--- src/hw/rtl/pea_pkg.sv ---
`timescale 1ns / 1ps
// ----------------------------------------------------------------------------
// Pointer event accumulator package
// Shared command codes, event codes, queue word and report types.
// ----------------------------------------------------------------------------
package pea_pkg;

  localparam int FIFO_DEPTH_DEF = 128;
  localparam int CMDQ_DEPTH = 2;

  localparam logic [1:0] CMD_EVENT = 2'd0;
  localparam logic [1:0] CMD_POP   = 2'd1;
  localparam logic [1:0] CMD_SET   = 2'd2;

  localparam logic [15:0] EV_SYN = 16'h0000;
  localparam logic [15:0] EV_KEY = 16'h0001;
  localparam logic [15:0] EV_REL = 16'h0002;

  localparam logic [15:0] REL_X            = 16'h0000;
  localparam logic [15:0] REL_Y            = 16'h0001;
  localparam logic [15:0] SYNC_CODE_REPORT = 16'h0000;
  localparam logic [15:0] KEY_CODE_LEFT    = 16'h0110;
  localparam logic [15:0] KEY_CODE_RIGHT   = 16'h0111;
  localparam logic [15:0] KEY_CODE_MIDDLE  = 16'h0112;

  localparam logic [2:0] BIT_LEFT   = 3'h1;
  localparam logic [2:0] BIT_RIGHT  = 3'h2;
  localparam logic [2:0] BIT_MIDDLE = 3'h4;

  localparam logic [31:0] KEY_PRESSED  = 32'd1;
  localparam logic [31:0] KEY_RELEASED = 32'd0;

  localparam logic [6:0] MAX_POP = 7'd64;

  typedef enum logic {
    KIND_SINGLE,
    KIND_POP
  } cmd_kind_t;

  typedef struct packed {
    cmd_kind_t          kind;
    logic [6:0]         count;
    logic               dropped;
    logic signed [31:0] abs_x;
    logic signed [31:0] abs_y;
    logic [2:0]         buttons;
  } cmd_t;

  typedef struct packed {
    logic signed [31:0] dx;
    logic signed [31:0] dy;
    logic [2:0]         buttons;
  } report_t;

  typedef enum logic [1:0] {
    BK_IDLE,
    BK_READ,
    BK_LOAD,
    BK_SEND
  } back_state_t;

endpackage

--- src/hw/rtl/pea_cmd_queue.sv ---
`timescale 1ns / 1ps
// ----------------------------------------------------------------------------
// Pointer event accumulator work queue
// Short queue of work words between the front end and the back end.
// ----------------------------------------------------------------------------
module pea_cmd_queue (
  input  logic          clk,
  input  logic          rst,
  input  logic          push,
  input  pea_pkg::cmd_t push_data,
  output logic          push_ready,
  input  logic          take,
  output logic          take_valid,
  output pea_pkg::cmd_t take_data
);

  localparam int AW = $clog2(pea_pkg::CMDQ_DEPTH);
  localparam int CW = $clog2(pea_pkg::CMDQ_DEPTH + 1);

  pea_pkg::cmd_t slots [pea_pkg::CMDQ_DEPTH];
  logic [AW-1:0] wr_ptr, rd_ptr;
  logic [CW-1:0] fill;
  logic          do_push, do_take;

  assign push_ready = (fill != CW'(pea_pkg::CMDQ_DEPTH));
  assign take_valid = (fill != '0);
  assign take_data  = slots[rd_ptr];
  assign do_push    = push && push_ready;
  assign do_take    = take && take_valid;

  always_ff @(posedge clk) begin
    if (do_push) begin
      slots[wr_ptr] <= push_data;
    end
  end

  always_ff @(posedge clk) begin
    if (rst) begin
      wr_ptr <= '0;
      rd_ptr <= '0;
      fill   <= '0;
    end else begin
      if (do_push) begin
        wr_ptr <= (wr_ptr == AW'(pea_pkg::CMDQ_DEPTH - 1)) ? '0 : wr_ptr + 1'b1;
      end
      if (do_take) begin
        rd_ptr <= (rd_ptr == AW'(pea_pkg::CMDQ_DEPTH - 1)) ? '0 : rd_ptr + 1'b1;
      end
      if (do_push && !do_take) begin
        fill <= fill + 1'b1;
      end else if (do_take && !do_push) begin
        fill <= fill - 1'b1;
      end
    end
  end

endmodule

--- config.mk ---
export PLATFORM = sky130hd
export DESIGN_NAME = pea_cmd_queue
export DESIGN_NICKNAME = d
export VERILOG_FILES = /design/src/hw/rtl/pea_pkg.sv /design/src/hw/rtl/pea_cmd_queue.sv
export SDC_FILE = /design/constraint.sdc
export NUM_CORES = 1
export LEC_CHECK = 0
export ABC_CLOCK_PERIOD_IN_PS = 2800
export BUFFER_PORTS_ARGS = -buffer_cell sky130_fd_sc_hd__buf_4
export CORE_MARGIN = 4
export CORE_UTILIZATION = 24
export DETAILED_ROUTE_END_ITERATION = 8
export PLACE_DENSITY = 0.53
export SLEW_MARGIN = 20
export SYNTH_ARGS = -nofsm -noshare
export SYNTH_HDL_FRONTEND = slang
export SYNTH_SLANG_ARGS = --single-unit
--- constraint.sdc ---
create_clock -name clk -period 2.8 [get_ports clk]
set_input_delay 0.42 -clock clk [delete_from_list [all_inputs] [get_ports clk]]
set_output_delay 0.42 -clock clk [all_outputs]
set_load 0.01 [all_outputs]
==> impl_metrics.env <==
export IMPL_outcome="complete, no violations"
export IMPL_wl_met2_um=5920
export IMPL_synth_top_family_by_area="multiplexers"
export IMPL_ys_warn_count=0
export IMPL_ff2ff_path_depth=5
export IMPL_drt_iter0_drc=111
export IMPL_fill_cells=2284
export IMPL_fp_dieArea_mm2=0.0263
export IMPL_ios=158
export IMPL_die_h_um=162
export IMPL_regArea_mm2=0.00467
export IMPL_dpl_cell_area_mm2=0.00731
export IMPL_maxCapViolCount=0
export IMPL_slowest_delay_ps=400
export IMPL_p_comb_share_pct=25.3
export IMPL_rsz0062_at_grt="false"
export IMPL_overflow=0
export IMPL_cts_made_buffers=17
export IMPL_switchingPower_uw=1850
export IMPL_synth_nets=341
export IMPL_tightest_slew_ps=459
export IMPL_required_ps=2380
export IMPL_first_global_vias=3270
export IMPL_grt_pass1_wl_um=17600
export IMPL_crit_type="flip-flop to output port"
export IMPL_startpoint_type="flip-flop"
export IMPL_finalSetupViolations=0
export IMPL_tns_ps=0
export IMPL_routed_via_density=3.83
export IMPL_whs_ps=193
export IMPL_crit_top_cell="buf_4"
export IMPL_r2r_start="fill[0]"
export IMPL_sw_frac_of_total_pct=25.9
export IMPL_wl_met3_um=798
export IMPL_fmax_mhz=468
export IMPL_synth_compound_area_share_pct=0.526
export IMPL_hold_depth=1
export IMPL_postSynthCellCount=260
export IMPL_num_rows=56
export IMPL_cts_root_buffer="clkbuf_16"
export IMPL_ys_ff_latch=157
export IMPL_peakVddDrop_mv=0.372
export IMPL_initial_core_util_pct=24.3
export IMPL_p_int_uw=5290
export IMPL_routed_top_layer="met4"
export IMPL_post_place_cells=734
export IMPL_first_pass_iters=5
export IMPL_antenna_found_initial=0
export IMPL_cts_sinks=157
export IMPL_synth_simple_area_share_pct=0.876
export IMPL_layout_drive_gt1_share_pct=60.9
export IMPL_yosysSeqAreaShare_pct=81.7
export IMPL_crit_path_max_fanout=33
export IMPL_slew_headroom_pct=69.4
export IMPL_ctsResizeCount=0
export IMPL_multiInputGateArea_um2=980
export IMPL_reg2reg_to="fill[1]"
export IMPL_drt_met1_wl_um=4800
export IMPL_pwr_share_clk_pct=32.6
export IMPL_wl_per_cell_um=15.2
export IMPL_p_per_area_mw_per_mm2=903
export IMPL_holdCritStartpoint="push_data[10]"
export IMPL_fin_util_pct=33.7
export IMPL_clock_path_buffers=2
export IMPL_synthAdderAreaFrac_pct=0.219
export IMPL_post_synth_cell_area_avg_um2=22.0
export IMPL_die_w_um=162
export IMPL_hold_buffers=0
export IMPL_worst_clock_skew_ps=9.30
export IMPL_hpwl_um=7770
export IMPL_synth_cell_types=19
export IMPL_synth_xor_area_share_pct=0.460
export IMPL_path_clk_slew_ps=60
export IMPL_hold_class="input port to flip-flop"
export IMPL_grt_usage_pct=8.79
export IMPL_drv_slew=0
export IMPL_drc_errors=0
export IMPL_cts_tree="yes"
export IMPL_core_mm2=0.0235
export IMPL_nets=515
export IMPL_hold_viol=0
export IMPL_crit_arrival_ps=1720
export IMPL_leakage_uw=0.00288
export IMPL_io_buffers=157
export IMPL_timing_final_crit_share_pct=76.3
export IMPL_gp_routability_congestion=0.697
export IMPL_synth_area_mm2=0.00571
export IMPL_ctsHtreeMaxLevel=4
export IMPL_vias=2931
export IMPL_postRouteAntennaNets=0
export IMPL_synthMuxAreaShare_pct=15.0
export IMPL_antenna_cells=0
export IMPL_syn2layout_area_growth_pct=38.5
export IMPL_grt_max_degree=44
export IMPL_crit_chain="buf_4 > mux2_2 > buf_4"
export IMPL_fin_area_mm2=0.00791
export IMPL_cts_setup_buffers=0
export IMPL_reg2reg_slack_ps=1080
export IMPL_p_seq_share_pct=42.1
export IMPL_hold_end="slots[1][10]"
export IMPL_fin_cells=766
export IMPL_period_needed_ps=2140
export IMPL_drt_wl_total_um=11600
export IMPL_clk_latency_ps=410
export IMPL_critPathSlowestCell="mux2_2"
export IMPL_end_kind="output port"
[layout by cell type (no fill, tap or decap), drive strengths merged]
master    Yosys  routed
buf           8     163
edfxtp      152     152
mux2         76      76
clkbuf        0      18
clkinv        0       6
dfxtp         5       5
inv           1       4
xor2          3       3
nor2          3       3
bufinv        0       3
o21ai         2       2
a21oi         2       2
clkinvlp      0       2
nand2b        1       1
and2          1       1
or2           1       1
and3          1       1
nand3b        1       1
a21bo         1       1
or3           1       1
ha            1       1
[cells in the mapped netlist, drive strengths merged]
cell type | number | share of area [%]
edfxtp | 152 | 80
mux2 | 76 | 15
buf | 8 | 1.2
dfxtp | 5 | 1.8
nor2 | 3 | 0.20
xor2 | 3 | 0.46
a21oi | 2 | 0.18
o21ai | 2 | 0.18
a21bo | 1 | 0.18
and2 | 1 | 0.11
and3 | 1 | 0.11
ha | 1 | 0.22
inv | 1 | 0.066
nand2b | 1 | 0.11
nand3b | 1 | 0.13
or2 | 1 | 0.11
or3 | 1 | 0.11
[how the worst max path moves through the flow]
stage / start / endpoint / depth (start not counted) / slack [ps]
floorplan: fill[0] / slots[0][0] / 3 / 160
global placement: flip-flop / take_data[21] / 3 / 1080
detailed placement: flip-flop / take_data[15] / 3 / 1070
CTS: flip-flop / take_data[15] / 3 / 600
global route: flip-flop / take_data[18] / 3 / 560
finish: flip-flop / take_data[15] / 3 / 660
[metrics by stage]
step                setup slack (ps)  power [uW]
global placement                1080        4890
CTS                              604        7290
finish                           665        7140
global route                     560        7520
detailed placement              1070        4910
floorplan                        164        4040
[sequential cells by signal, summed over array words and instances (netlist names), named ones only]
signal  count
rd_ptr      1
wr_ptr      1
slots     152
fill        2
[power by group through the flow]
stage / Clock, uW / Sequential (uW) / Combinational (uW)
final: 2320 / 3010 / 1810
after global routing: 2530 / 3030 / 1950
after CTS: 2410 / 3010 / 1870
after detailed placement: 0 / 3060 / 1850
after global placement: 0 / 3050 / 1840
after floorplan: 0 / 3050 / 995
[cell families after synthesis]
family / count (synthesis)
DFF: 157
muxes: 76
buffers and inverters: 9
and+or+nand+nor: 9
AOI/OAI and AO/OA: 5
xor gates and xnor gates: 3
adders and majority gates: 1
[layer usage]
metal	vias to the layer above	GRT usage (%)
met5	-	0
met2	101	14.8
met1	1446	10.2
li1	1378	-
met4	0	3.11
met3	6	3.45
[critical path, delay by kind of cell (launching register included)]
family / cells / cell delay (ps)
buffers and inverters: 2 / 530
muxes: 1 / 400
DFF: 1 / 360
[layout make-up]
type	instances	share of cell area, %
clock inverters	14	2.09
repair buffers	163	15.9
inverters	1	0.0633
well taps	319	5.05
clock buffers	18	5.43
flip-flops and latches	157	59.0
multi-input cells	94	12.4
No activity file was read; power rests on OpenSTA's default activity.
