[src/hw/rtl/pea_pkg.sv]
`timescale 1ns / 1ps
// ----------------------------------------------------------------------------
// Pointer event accumulator package
// Shared command codes, event codes, queue word and report types.
// ----------------------------------------------------------------------------
package pea_pkg;

  localparam int FIFO_DEPTH_DEF = 128;
  localparam int CMDQ_DEPTH = 2;

  localparam logic [1:0] CMD_EVENT = 2'd0;
  localparam logic [1:0] CMD_POP   = 2'd1;
  localparam logic [1:0] CMD_SET   = 2'd2;

  localparam logic [15:0] EV_SYN = 16'h0000;
  localparam logic [15:0] EV_KEY = 16'h0001;
  localparam logic [15:0] EV_REL = 16'h0002;

  localparam logic [15:0] REL_X            = 16'h0000;
  localparam logic [15:0] REL_Y            = 16'h0001;
  localparam logic [15:0] SYNC_CODE_REPORT = 16'h0000;
  localparam logic [15:0] KEY_CODE_LEFT    = 16'h0110;
  localparam logic [15:0] KEY_CODE_RIGHT   = 16'h0111;
  localparam logic [15:0] KEY_CODE_MIDDLE  = 16'h0112;

  localparam logic [2:0] BIT_LEFT   = 3'h1;
  localparam logic [2:0] BIT_RIGHT  = 3'h2;
  localparam logic [2:0] BIT_MIDDLE = 3'h4;

  localparam logic [31:0] KEY_PRESSED  = 32'd1;
  localparam logic [31:0] KEY_RELEASED = 32'd0;

  localparam logic [6:0] MAX_POP = 7'd64;

  typedef enum logic {
    KIND_SINGLE,
    KIND_POP
  } cmd_kind_t;

  typedef struct packed {
    cmd_kind_t          kind;
    logic [6:0]         count;
    logic               dropped;
    logic signed [31:0] abs_x;
    logic signed [31:0] abs_y;
    logic [2:0]         buttons;
  } cmd_t;

  typedef struct packed {
    logic signed [31:0] dx;
    logic signed [31:0] dy;
    logic [2:0]         buttons;
  } report_t;

  typedef enum logic [1:0] {
    BK_IDLE,
    BK_READ,
    BK_LOAD,
    BK_SEND
  } back_state_t;

endpackage

[src/hw/rtl/pea_if.sv]
`timescale 1ns / 1ps
// ----------------------------------------------------------------------------
// Pointer event accumulator channels
// Input word channel and result word channel with valid/ready handshake.
// ----------------------------------------------------------------------------
interface pea_in_if;
  logic               valid;
  logic               ready;
  logic [1:0]         command;
  logic [15:0]        event_type;
  logic [15:0]        event_code;
  logic signed [31:0] event_value;
  logic [6:0]         want_count;
  logic signed [31:0] new_x;
  logic signed [31:0] new_y;

  modport source (output valid, command, event_type, event_code, event_value,
                  want_count, new_x, new_y, input ready);
  modport sink (input valid, command, event_type, event_code, event_value,
                want_count, new_x, new_y, output ready);
endinterface


[src/hw/rtl/pea_front.sv]
`timescale 1ns / 1ps
// ----------------------------------------------------------------------------
// Pointer event accumulator front end
// Accepts input words, updates position, motion and buttons, writes reports
// into the ring and queues one work word per input for the back end.
// ----------------------------------------------------------------------------
module pea_front #(
  parameter int FIFO_DEPTH = pea_pkg::FIFO_DEPTH_DEF,
  localparam int PTR_W = $clog2(FIFO_DEPTH)
) (
  input  logic              clk,
  input  logic              rst,
  pea_in_if.sink            evt,
  output pea_pkg::cmd_t     q_data,
  output logic              q_push,
  input  logic              q_ready,
  output logic              wr_en,
  output logic [PTR_W-1:0]  wr_addr,
  output pea_pkg::report_t  wr_data,
  output logic [PTR_W-1:0]  wp,
  input  logic [PTR_W-1:0]  rp,
  input  logic              pop_done
);

  logic signed [31:0] position_x, position_x_next;
  logic signed [31:0] position_y, position_y_next;
  logic signed [31:0] motion_x, motion_x_next;
  logic signed [31:0] motion_y, motion_y_next;
  logic [2:0]         button_bits, button_bits_next;
  logic [PTR_W-1:0]   wp_next, wp_adv;
  logic               pop_busy, pop_busy_next;
  logic               accept;
  logic               dropped;
  logic [2:0]         key_bit;

  assign evt.ready = q_ready && !pop_busy;
  assign accept    = evt.valid && evt.ready;
  assign wp_adv    = (wp == PTR_W'(FIFO_DEPTH - 1)) ? '0 : wp + 1'b1;
  assign wr_addr   = wp;
  assign wr_data   = '{dx: motion_x, dy: motion_y, buttons: button_bits};

  always_comb begin
    priority if (evt.event_code == pea_pkg::KEY_CODE_LEFT) begin
      key_bit = pea_pkg::BIT_LEFT;
    end else if (evt.event_code == pea_pkg::KEY_CODE_RIGHT) begin
      key_bit = pea_pkg::BIT_RIGHT;
    end else if (evt.event_code == pea_pkg::KEY_CODE_MIDDLE) begin
      key_bit = pea_pkg::BIT_MIDDLE;
    end else begin
      key_bit = '0;
    end
  end

  always_comb begin
    position_x_next  = position_x;
    position_y_next  = position_y;
    motion_x_next    = motion_x;
    motion_y_next    = motion_y;
    button_bits_next = button_bits;
    wp_next          = wp;
    pop_busy_next    = pop_busy && !pop_done;
    wr_en            = 1'b0;
    dropped          = 1'b0;
    if (accept) begin
      unique case (evt.command)
        pea_pkg::CMD_EVENT: begin
          priority if (evt.event_type == pea_pkg::EV_REL) begin
            if (evt.event_code == pea_pkg::REL_X) begin
              motion_x_next   = motion_x + evt.event_value;
              position_x_next = position_x + evt.event_value;
            end else if (evt.event_code == pea_pkg::REL_Y) begin
              motion_y_next   = motion_y + evt.event_value;
              position_y_next = position_y + evt.event_value;
            end
          end else if (evt.event_type == pea_pkg::EV_KEY) begin
            if (evt.event_value == pea_pkg::KEY_PRESSED) begin
              button_bits_next = button_bits | key_bit;
            end else if (evt.event_value == pea_pkg::KEY_RELEASED) begin
              button_bits_next = button_bits & ~key_bit;
            end
          end else if (evt.event_type == pea_pkg::EV_SYN &&
                       evt.event_code == pea_pkg::SYNC_CODE_REPORT) begin
            if (wp_adv == rp) begin
              dropped = 1'b1;
            end else begin
              wr_en         = 1'b1;
              wp_next       = wp_adv;
              motion_x_next = '0;
              motion_y_next = '0;
            end
          end
        end
        pea_pkg::CMD_POP: begin
          pop_busy_next = 1'b1;
        end
        pea_pkg::CMD_SET: begin
          position_x_next = evt.new_x;
          position_y_next = evt.new_y;
        end
        default: begin
        end
      endcase
    end
  end

  always_comb begin
    q_push          = accept;
    q_data.kind     = (evt.command == pea_pkg::CMD_POP) ? pea_pkg::KIND_POP
                                                       : pea_pkg::KIND_SINGLE;
    q_data.count    = (evt.want_count > pea_pkg::MAX_POP) ? pea_pkg::MAX_POP
                                                         : evt.want_count;
    q_data.dropped  = dropped;
    q_data.abs_x    = position_x_next;
    q_data.abs_y    = position_y_next;
    q_data.buttons  = button_bits_next;
  end

  always_ff @(posedge clk) begin
    if (rst) begin
      position_x  <= '0;
      position_y  <= '0;
      motion_x    <= '0;
      motion_y    <= '0;
      button_bits <= '0;
      wp          <= '0;
      pop_busy    <= 1'b0;
    end else begin
      position_x  <= position_x_next;
      position_y  <= position_y_next;
      motion_x    <= motion_x_next;
      motion_y    <= motion_y_next;
      button_bits <= button_bits_next;
      wp          <= wp_next;
      pop_busy    <= pop_busy_next;
    end
  end

endmodule

[src/flat_wrapper.sv]
// flat-port wrapper written by rule: the top's interface ports become plain ports
module pea_front_flat 
#(
  parameter int FIFO_DEPTH = pea_pkg::FIFO_DEPTH_DEF,
  localparam int PTR_W = $clog2(FIFO_DEPTH)
)
  (clk, rst, q_data, q_push, q_ready, wr_en, wr_addr, wr_data, wp, rp, pop_done, evt_valid, evt_command, evt_event_type, evt_event_code, evt_event_value, evt_want_count, evt_new_x, evt_new_y, evt_ready);
  pea_in_if evt_i ();
  input  logic clk;
  input  logic rst;
  output pea_pkg::cmd_t q_data;
  output logic q_push;
  input  logic q_ready;
  output logic wr_en;
  output logic [PTR_W-1:0] wr_addr;
  output pea_pkg::report_t wr_data;
  output logic [PTR_W-1:0] wp;
  input  logic [PTR_W-1:0] rp;
  input  logic pop_done;
  input wire logic [$bits(evt_i.valid)-1:0] evt_valid;
  input wire logic [$bits(evt_i.command)-1:0] evt_command;
  input wire logic [$bits(evt_i.event_type)-1:0] evt_event_type;
  input wire logic [$bits(evt_i.event_code)-1:0] evt_event_code;
  input wire logic [$bits(evt_i.event_value)-1:0] evt_event_value;
  input wire logic [$bits(evt_i.want_count)-1:0] evt_want_count;
  input wire logic [$bits(evt_i.new_x)-1:0] evt_new_x;
  input wire logic [$bits(evt_i.new_y)-1:0] evt_new_y;
  output wire logic [$bits(evt_i.ready)-1:0] evt_ready;
  assign evt_i.valid = evt_valid;
  assign evt_i.command = evt_command;
  assign evt_i.event_type = evt_event_type;
  assign evt_i.event_code = evt_event_code;
  assign evt_i.event_value = evt_event_value;
  assign evt_i.want_count = evt_want_count;
  assign evt_i.new_x = evt_new_x;
  assign evt_i.new_y = evt_new_y;
  assign evt_ready = evt_i.ready;
  pea_front #(.FIFO_DEPTH(FIFO_DEPTH)) u_core (.clk(clk), .rst(rst), .evt(evt_i), .q_data(q_data), .q_push(q_push), .q_ready(q_ready), .wr_en(wr_en), .wr_addr(wr_addr), .wr_data(wr_data), .wp(wp), .rp(rp), .pop_done(pop_done));
endmodule
[config.mk]
export PLATFORM = sky130hd
export DESIGN_NAME = pea_front_flat
export DESIGN_NICKNAME = d
export VERILOG_FILES = /design/src/hw/rtl/pea_pkg.sv /design/src/hw/rtl/pea_if.sv /design/src/hw/rtl/pea_front.sv /design/src/flat_wrapper.sv
export SDC_FILE = /design/constraint.sdc
export NUM_CORES = 1
export LEC_CHECK = 0
export BUFFER_PORTS_ARGS = -buffer_cell sky130_fd_sc_hd__buf_2
export CAP_MARGIN = 20
export CELL_PAD_IN_SITES_DETAIL_PLACEMENT = 0
export CELL_PAD_IN_SITES_GLOBAL_PLACEMENT = 2
export CORE_MARGIN = 5
export CORE_UTILIZATION = 31
export DETAILED_ROUTE_END_ITERATION = 10
export PLACE_DENSITY_LB_ADDON = 0.1
export RECOVER_POWER = 25
export SETUP_SLACK_MARGIN = 0.02
export SLEW_MARGIN = 30
export SYNTH_ARGS = -nofsm -noshare
export SYNTH_HDL_FRONTEND = slang
export SYNTH_SLANG_ARGS = --single-unit
[constraint.sdc]
create_clock -name clk -period 4.7 [get_ports clk]
set_clock_uncertainty 0.05 [all_clocks]
set_input_delay 0.94 -clock clk [delete_from_list [all_inputs] [get_ports clk]]
set_output_delay 0.94 -clock clk [all_outputs]
set_load 0.01 [all_outputs]
==> results.py, run 1 <==
metrics = {
    "die": {
        "top_level_ports": 309,
        "fp.dieH_um": 213,
        "row_count": 74,
        "coreArea_um2": 40800,
        "initial_utilization": 0.313,
        "dieArea_um2": 45300,
        "die_w_um": 213,
    },
    "layout": {
        "final_common_cell": "buf_2",
        "fillCellCount": 4324,
        "area_delta_synth_final_pct": 31.8,
        "final_nets": 2381,
        "drive_gt1_frac": 0.248,
        "final_util": 0.412,
        "postLayoutCellArea_um2": 16800,
        "layout_common_cells": "buf_2, a21oi_1, buf_4, nand2_1, dfxtp_1",
    },
    "global_routing": {
        "grt_max_degree": 64,
        "grt_pass1_vias": 13900,
        "grt_pass1_wl_um": 85200,
        "grt_overflow": 0,
        "track_usage": 0.246,
        "antenna_found_initial": 2,
    },
    "sta": {
        "finalSetupViolations": 0,
        "hold_viol": 0,
        "worst_slew_pin_slew_ns": 0.929,
        "slew_headroom": 0.381,
        "drv_slew": 0,
        "rsz0062_at_grt": "yes",
        "worst_slack_ns": 0.123,
        "period_needed_ns": 4.58,
        "max_freq_ghz": 0.218,
        "period_share": 0.974,
    },
    "power_and_ir_drop": {
        "p_sw_frac": 0.321,
        "finalPower_mw": 3.48,
        "p_leak_nw": 7.70,
        "combPwrFrac": 0.224,
        "power.net_switching_mw": 1.12,
        "internal_power_mw": 2.36,
        "peakVddDrop_uv": 237,
        "seq_power_share": 0.347,
        "power_frac_clock": 0.429,
        "power_density_nw_per_um2": 207,
    },
    "clocking": {
        "clkSinkCount": 139,
        "clock-root-buffer": "clkbuf_16",
        "clk_pin_slew_ns": 0.07,
        "clk_latency_ns": 0.45,
        "cts-buffers-inserted": 17,
        "h-tree-depth": 4,
        "ctsLongestPathBuffers": 2,
        "postCtsHoldBufs": 0,
        "cts_tree": "done",
    },
    "route": {
        "drc": 0,
        "drt_wl_total_um": 58000,
        "vias": 14500,
        "ant_nets": 0,
        "avgViaCountPerCell": 5.46,
        "drt_iter0_drc": 767,
        "routedWlPerCell_um": 21.9,
        "drt-pass1-iter-count": 5,
    },
    "synthesis": {
        "yosysUniqueCellTypes": 88,
        "ys_warn_count": 0,
        "synth_area_per_cell_um2": 7.56,
        "synth_flop_cell": "dfxtp_1",
        "yosys_register_bits": 139,
        "synth-async-reset-ratio": 0,
        "synth_area_um2": 12800,
        "seq_area_frac_synth": 0.218,
        "synth_edf_count": 0,
        "syn-num-nets": 1968,
        "synth_cells": 1690,
    },
    "setup_path": {
        "start_kind": "input pin",
        "crit_type": "input pin to primary output",
        "critPathArrivalTime_ns": 3.59,
        "worst_ep_required_time_ns": 3.71,
        "cp-end-kind": "primary output",
        "worst-path-max-fanout": 4,
    },
    "place": {
        "placed_area_um2": 15800,
        "hpwl_um": 45500,
        "preCtsSetupSlack_ns": -0.338,
        "portBuffers": 308,
        "gp_congestion": 0.901,
    },
    "flow_run": {
        "maxCapViolCount": 0,
    },
    "min_path": {
        "hp-class": "register to register",
    },
    "run_status": {
        "outcome": "finished, final reports clean",
    },
}
[logic make-up after synthesis]
| kind of cell | synth area share |
|---|---|
| AOI/OAI and AO/OA | 0.314 |
| xor gates and xnor gates | 0.0693 |
| adders and majority gates | 0.129 |
| buffers and inverters | 0.0418 |
| DFF | 0.218 |
| muxes | 0.00735 |
| and+or+nand+nor | 0.220 |
[per-stage QoR]
step	cells	hold WS [ns]	TNS (ns)
final	2649	0.419	0
after global routing	2649	0.441	-0.0415
after detailed placement	2612	0.410	-1.71
after floorplan	1690	0.421	0
after global placement	2612	0.405	-1.22
after CTS	2644	0.419	0
[critical path, stage by stage]
cell and delay, ns:
buf_2 0.15, ha_4 0.25, nor2b_2 0.15, o21a_1 0.18, o21a_1 0.20, o31a_1 0.29, o21a_1 0.23, o21ai_1 0.13
buf_4 0.15, nand3_4 0.07, o311a_1 0.31, o41a_1 0.33, nand2_1 0.08, buf_2 0.13
[power by group through the flow]
stage	combinational, mW	clock (mW)	sequential, mW
after floorplan	0.402	0	1.23
after global placement	0.740	0	1.24
after detailed placement	0.741	0	1.24
after CTS	0.754	1.53	1.21
after global routing	0.847	1.57	1.21
final	0.779	1.49	1.21
[repair_timing]
item / 4_1_cts / 5_1_grt
gates resized for setup: 33 / 74
endpoints found under the hold margin: 0 / 0
buffers inserted: 0 / 4
setup endpoints to repair: 22 / 41
pin swaps: 8 / 24
[synthesized netlist by cell type, types with 7 or more instances]
| cell type | instances | area [um^2] |
|---|---|---|
| and2_1 | 51 | 319 |
| a221oi_1 | 7 | 61.3 |
| nand3_1 | 49 | 245 |
| o31ai_1 | 7 | 52.6 |
| o21ai_0 | 128 | 641 |
| ha_1 | 125 | 1560 |
| nor3_1 | 47 | 235 |
| nand2_1 | 148 | 556 |
| inv_1 | 47 | 176 |
| xor2_1 | 40 | 350 |
| o21bai_1 | 13 | 97.6 |
| a22o_1 | 16 | 140 |
| and3_1 | 12 | 75.1 |
| clkbuf_1 | 48 | 180 |
| or2_2 | 7 | 43.8 |
| dfxtp_1 | 139 | 2780 |
| a211oi_1 | 21 | 158 |
| a21o_1 | 65 | 488 |
| nor4_1 | 16 | 100 |
| o21ai_1 | 10 | 50.1 |
| a21oi_1 | 175 | 876 |
| xnor2_1 | 61 | 534 |
| a221o_1 | 7 | 70.1 |
| nand4_1 | 14 | 87.6 |
| o22ai_1 | 30 | 188 |
| a22oi_1 | 29 | 218 |
| a31oi_1 | 18 | 113 |
| buf_4 | 12 | 90.1 |
| nor2b_1 | 24 | 150 |
| nand2b_1 | 23 | 144 |
| nor2_1 | 136 | 510 |
| or3_1 | 10 | 62.6 |
| o21a_1 | 22 | 165 |
[sequential cells by signal, indices dropped and copies added (netlist names)]
signal	cells
u_core.wp	7
u_core.pop_busy	1
u_core.position_x	32
u_core.button_bits	3
u_core.motion_y	32
u_core.position_y	32
u_core.motion_x	32
[metal layers]
metal  vias up  global-route usage  part of all wire
met5         -                   0                 0
met4         0              0.0525             0.014
met3        32              0.0331             0.055
met2       410               0.413              0.47
met1      6906               0.340              0.46
li1       7127                   -                 -
[path summary, 6_finish.rpt]
| kind | start | end | slack, ns | cells past startpoint |
|---|---|---|---|---|
| hold reg to reg | u_core.motion_y[27] | u_core.motion_y[27] | 0.42 | 2 |
| setup / recovery | evt_event_value[2] | q_data[31] | 0.12 | 14 |
| setup reg to reg | u_core.wp[1] | u_core.motion_y[10] | 0.93 | 11 |
| hold / removal | u_core.motion_y[27] | u_core.motion_y[27] | 0.42 | 2 |
[area by class of cell]
type / count / area, um^2 / area share
multi-input combinational: 1431 / 9840 / 0.585
timing repair buffer: 466 / 2740 / 0.163
sequential: 139 / 2780 / 0.165
tap: 532 / 666 / 0.0396
clock buffer: 17 / 425 / 0.0253
antenna: 1 / 2.50 / 0.000149
inverter: 48 / 180 / 0.0107
clock inverter: 15 / 188 / 0.0112
No activity file was read; power rests on OpenSTA's default activity.
==> inputs of run 2 (changes only) <==
--- a/config.mk
+++ b/config.mk
@@ -10,8 +10,9 @@
 export CELL_PAD_IN_SITES_DETAIL_PLACEMENT = 0
 export CELL_PAD_IN_SITES_GLOBAL_PLACEMENT = 2
 export CORE_MARGIN = 5
-export CORE_UTILIZATION = 31
+export CORE_UTILIZATION = 30
 export DETAILED_ROUTE_END_ITERATION = 10
+export GPL_TIMING_DRIVEN = 0
 export PLACE_DENSITY_LB_ADDON = 0.1
 export RECOVER_POWER = 25
 export SETUP_SLACK_MARGIN = 0.02
==> results.py, run 2 (same netlist as run 1, synthesis figures left out) <==
metrics = {
    "run_status": {
        "outcome": "finished, final reports clean",
    },
    "layout": {
        "fillCellCount": 4551,
        "postLayoutCellArea_um2": 16600,
        "area_delta_synth_final_pct": 30.2,
        "final_common_cell": "buf_2",
        "final_util": 0.395,
        "fin_cells": 2615,
        "final_nets": 2340,
        "drive_gt1_frac": 0.230,
        "layout_common_cells": "buf_2, a21oi_1, nand2_1, dfxtp_1, nor2_1",
    },
    "setup_path": {
        "cp-end-kind": "primary output",
        "cpPeakStageDelay_ns": 0.38,
        "cp_slowest_cell": "ha_1",
        "critPathArrivalTime_ns": 3.68,
        "crit_type": "input pin to primary output",
        "worst_ep_required_time_ns": 3.71,
        "worst-path-max-fanout": 5,
        "path_cells": "clkbuf_4, ha_1, o21ai_2, a21oi_4, o31ai_2, a31o_2, a21boi_0, o21ai_1, a31oi_1, xor2_1, a222oi_1, buf_4, inv_1, buf_2",
        "start_kind": "input pin",
    },
    "global_routing": {
        "grt_pass1_wl_um": 91200,
        "grt_pass1_vias": 14200,
        "grt_max_degree": 17,
        "track_usage": 0.257,
        "grt_overflow": 0,
        "antenna_found_initial": 3,
    },
    "route": {
        "routedWlPerCell_um": 23.9,
        "drt_iter0_drc": 1253,
        "vias": 14700,
        "drc": 0,
        "drt-pass1-iter-count": 6,
        "ant_nets": 0,
        "drt_wl_total_um": 62500,
        "avgViaCountPerCell": 5.61,
    },
    "clocking": {
        "clk_pin_slew_ns": 0.07,
        "h-tree-depth": 4,
        "clock-root-buffer": "clkbuf_16",
        "clkSinkCount": 139,
        "postCtsHoldBufs": 0,
        "cts_tree": "done",
        "clk_latency_ns": 0.46,
        "cts-buffers-inserted": 17,
        "ctsLongestPathBuffers": 2,
    },
    "sta": {
        "hold_viol": 0,
        "period_share": 0.994,
        "rsz0062_at_grt": "yes",
        "slew_headroom": 0.289,
        "drv_slew": 0,
        "period_needed_ns": 4.67,
        "finalSetupViolations": 0,
        "worst_slew_pin_slew_ns": 1.07,
        "max_freq_ghz": 0.214,
    },
    "die": {
        "fp.dieH_um": 216,
        "row_count": 75,
        "die_w_um": 216,
        "initial_utilization": 0.304,
        "coreArea_um2": 42000,
        "top_level_ports": 309,
        "dieArea_um2": 46800,
    },
    "power_and_ir_drop": {
        "peakVddDrop_uv": 205,
        "p_leak_nw": 7.41,
        "finalPower_mw": 3.43,
        "power_density_nw_per_um2": 206,
    },
    "place": {
        "dp.cells": 2537,
        "placed_area_um2": 15000,
        "hpwl_um": 48300,
        "gp_congestion": 0.926,
        "portBuffers": 308,
    },
    "min_path": {
        "hp-class": "register to register",
    },
    "flow_run": {
        "maxCapViolCount": 0,
    },
}
-- run 2: cell types whose count changed in the layout (fill, tap and decap cells not counted), sizes merged --
cell / change
clkbuf: +49
buf: -88
clkinv: +2
clkinvlp: +2
bufinv: -1
inv: -5
-- run 2: what timing repair did --
action / in CTS / in global routing
endpoints found under the setup margin: 64 / 46
resized for setup: 117 / 80
setup buffers: 30 / 17
pin swaps: 26 / 33
-- run 2: metrics by stage --
stage,hold WS [ns],worst slack [ns],setup TNS [ns]
after floorplan,0.421,0.268,0
after global placement,0.409,-1.13,-27.32
after detailed placement,0.408,-0.850,-22.87
after CTS,0.418,-0.0256,-0.0256
after global routing,0.453,-0.177,-0.299
final,0.419,0.0260,0
-- run 2: worst paths after layout --
| kind | startpoint | depth (start not counted) | to | slack [ns] |
|---|---|---|---|---|
| setup / recovery | evt_event_value[3] | 14 | q_data[55] | 0.03 |
| hold / removal | u_core.motion_y[6] | 2 | u_core.motion_y[6] | 0.42 |
| setup reg to reg | u_core.pop_busy | 17 | u_core.position_x[20] | 0.86 |
| hold reg to reg | u_core.motion_y[6] | 2 | u_core.motion_y[6] | 0.42 |
-- run 2: cell type report --
type / instances / area (um^2) / share of cell area
multi-input combinational: 1431 / 10100 / 0.605
timing repair buffer: 355 / 1920 / 0.116
inverter: 48 / 185 / 0.0111
antenna: 1 / 2.50 / 0.000151
sequential: 139 / 2780 / 0.167
clock buffer: 19 / 443 / 0.0266
clock inverter: 13 / 144 / 0.00865
buffer: 70 / 418 / 0.0251
tap: 539 / 674 / 0.0406
-- run 2: power by group --
part	leakage, nW	switching [mW]	total [mW]	internal [mW]
Combinational	6.01	0.487	0.783	0.296
Clock	0.276	0.640	1.44	0.799
Sequential	1.12	0.0158	1.21	1.19
-- run 2: per-layer routing --
| metal | wire length [um] | global-route usage |
|---|---|---|
| met5 | 0 | 0 |
| met3 | 4190 | 0.0389 |
| met1 | 27700 | 0.344 |
| met4 | 1770 | 0.0780 |
| met2 | 28800 | 0.429 |
-- run 2: critical path: cells and delay by family --
kind	cells	cell delay [ns]
adder cells (fa/ha/maj)	1	0.38
XOR/XNOR	1	0.15
AO/OA/AOI/OAI	8	1.68
buffers and inverters	4	0.53
==> inputs of run 3 (changes only) <==
--- a/config.mk
+++ b/config.mk
@@ -10,7 +10,7 @@
 export CELL_PAD_IN_SITES_DETAIL_PLACEMENT = 0
 export CELL_PAD_IN_SITES_GLOBAL_PLACEMENT = 2
 export CORE_MARGIN = 5
-export CORE_UTILIZATION = 30
+export CORE_UTILIZATION = 31
 export DETAILED_ROUTE_END_ITERATION = 10
 export GPL_TIMING_DRIVEN = 0
 export PLACE_DENSITY_LB_ADDON = 0.1
==> results.py, run 3 (same netlist as run 1, synthesis figures left out) <==
metrics = {
    "run_status": {
        "outcome": "finished, final reports clean",
    },
    "power_and_ir_drop": {
        "peakVddDrop_uv": 217,
        "p_leak_nw": 7.41,
        "power.net_switching_mw": 1.13,
        "combPwrFrac": 0.220,
        "power_frac_clock": 0.438,
        "internal_power_mw": 2.41,
        "seq_power_share": 0.342,
        "p_sw_frac": 0.319,
        "power_density_nw_per_um2": 213,
    },
    "place": {
        "portBuffers": 308,
        "gp_congestion": 0.918,
        "hpwl_um": 48400,
        "preCtsSetupSlack_ns": -0.847,
        "placed_area_um2": 15000,
    },
    "route": {
        "routedWlPerCell_um": 23.9,
        "vias": 14400,
        "drt_wl_total_um": 62100,
        "drc": 0,
        "drt-pass1-iter-count": 6,
        "ant_nets": 0,
        "avgViaCountPerCell": 5.55,
        "drt_iter0_drc": 973,
    },
    "sta": {
        "hold_viol": 0,
        "max_freq_ghz": 0.214,
        "finalSetupTns_ns": 0,
        "worst_slew_pin_slew_ns": 1.03,
        "slew_headroom": 0.311,
        "drv_slew": 0,
        "period_share": 0.993,
        "worst_slack_ns": 0.0345,
        "finalSetupViolations": 0,
        "period_needed_ns": 4.67,
        "hold_slack_ns": 0.426,
        "rsz0062_at_grt": "yes",
    },
    "die": {
        "initial_utilization": 0.313,
        "row_count": 74,
        "dieArea_um2": 45300,
        "top_level_ports": 309,
        "coreArea_um2": 40800,
        "fp.dieH_um": 213,
        "die_w_um": 213,
    },
    "layout": {
        "postLayoutCellArea_um2": 16600,
        "fillCellCount": 4394,
        "drive_gt1_frac": 0.224,
        "multi_input_area_um2": 10000,
        "layout_common_cells": "buf_2, a21oi_1, nand2_1, dfxtp_1, nor2_1",
        "final_nets": 2333,
        "area_delta_synth_final_pct": 29.6,
        "final_common_cell": "buf_2",
        "final_util": 0.405,
        "regArea_um2": 2780,
    },
    "setup_path": {
        "critPathArrivalTime_ns": 3.68,
        "start_kind": "input pin",
        "worst_ep_required_time_ns": 3.71,
        "cp-end-kind": "primary output",
        "crit_type": "input pin to primary output",
        "worst-path-max-fanout": 6,
    },
    "global_routing": {
        "grt_pass1_vias": 14000,
        "grt_overflow": 0,
        "grt_pass1_wl_um": 89900,
        "antenna_found_initial": 5,
        "grt_max_degree": 17,
        "track_usage": 0.264,
    },
    "min_path": {
        "hp-class": "register to register",
    },
    "clocking": {
        "clock-root-buffer": "clkbuf_16",
        "clkSinkCount": 139,
        "h-tree-depth": 4,
        "ctsLongestPathBuffers": 2,
        "postCtsHoldBufs": 0,
        "cts-buffers-inserted": 17,
        "cts_tree": "done",
        "clk_pin_slew_ns": 0.07,
        "clk_latency_ns": 0.46,
    },
    "flow_run": {
        "maxCapViolCount": 0,
    },
}
## run 3: timing repair
item                                    4_1_cts  5_1_grt
setup buffers                                19       21
endpoints found under the setup margin       67       39
resized for setup                           120       61
pin swaps                                    30       23
## run 3: layer usage
layer	wire length [um]	global-route usage
met5	0	0
met4	1560	0.0779
met3	3860	0.0388
met2	29000	0.441
met1	27700	0.356
## run 3: final cells by class
class                           count  area share
Antenna cell                        1    0.000151
Buffer                             70      0.0249
Clock buffer                       19      0.0274
Clock inverter                     13      0.0115
Inverter                           48      0.0112
Multi-Input combinational cell   1431       0.604
Sequential cell                   139       0.168
Tap cell                          532      0.0402
Timing Repair Buffer              348       0.112
## run 3: power groups by stage
stage | Sequential [mW] | Clock (mW) | Combinational, mW
global route | 1.21 | 1.62 | 0.837
detailed placement | 1.23 | 0 | 0.704
CTS | 1.21 | 1.59 | 0.739
floorplan | 1.23 | 0 | 0.402
global placement | 1.23 | 0 | 0.704
finish | 1.21 | 1.55 | 0.776
## run 3: worst paths after layout
| path | start | end | slack (ns) | cells after the start |
|---|---|---|---|---|
| hold / removal | u_core.motion_y[7] | u_core.motion_y[7] | 0.43 | 2 |
| setup reg to reg | u_core.wp[0] | u_core.motion_x[28] | 1.09 | 11 |
| setup / recovery | evt_event_value[0] | q_data[31] | 0.03 | 15 |
| hold reg to reg | u_core.motion_y[7] | u_core.motion_y[7] | 0.43 | 2 |
## run 3: stage by stage
stage	power (mW)	std cells
global route	3.67	2601
finish	3.53	2601
global placement	1.94	2530
detailed placement	1.94	2530
floorplan	1.63	1690
CTS	3.53	2580
## run 3: worst max-delay path, cell delays in order
cell and delay, ns:
buf_12 0.12, ha_4 0.17, inv_2 0.05, fa_2 0.20
nor2b_2 0.05, o21a_1 0.19, o21a_1 0.20, o31a_1 0.30
o21a_1 0.23, o21ai_2 0.22, nand3_2 0.12, o311a_1 0.33
o41a_1 0.33, nand2_1 0.09, buf_2 0.13
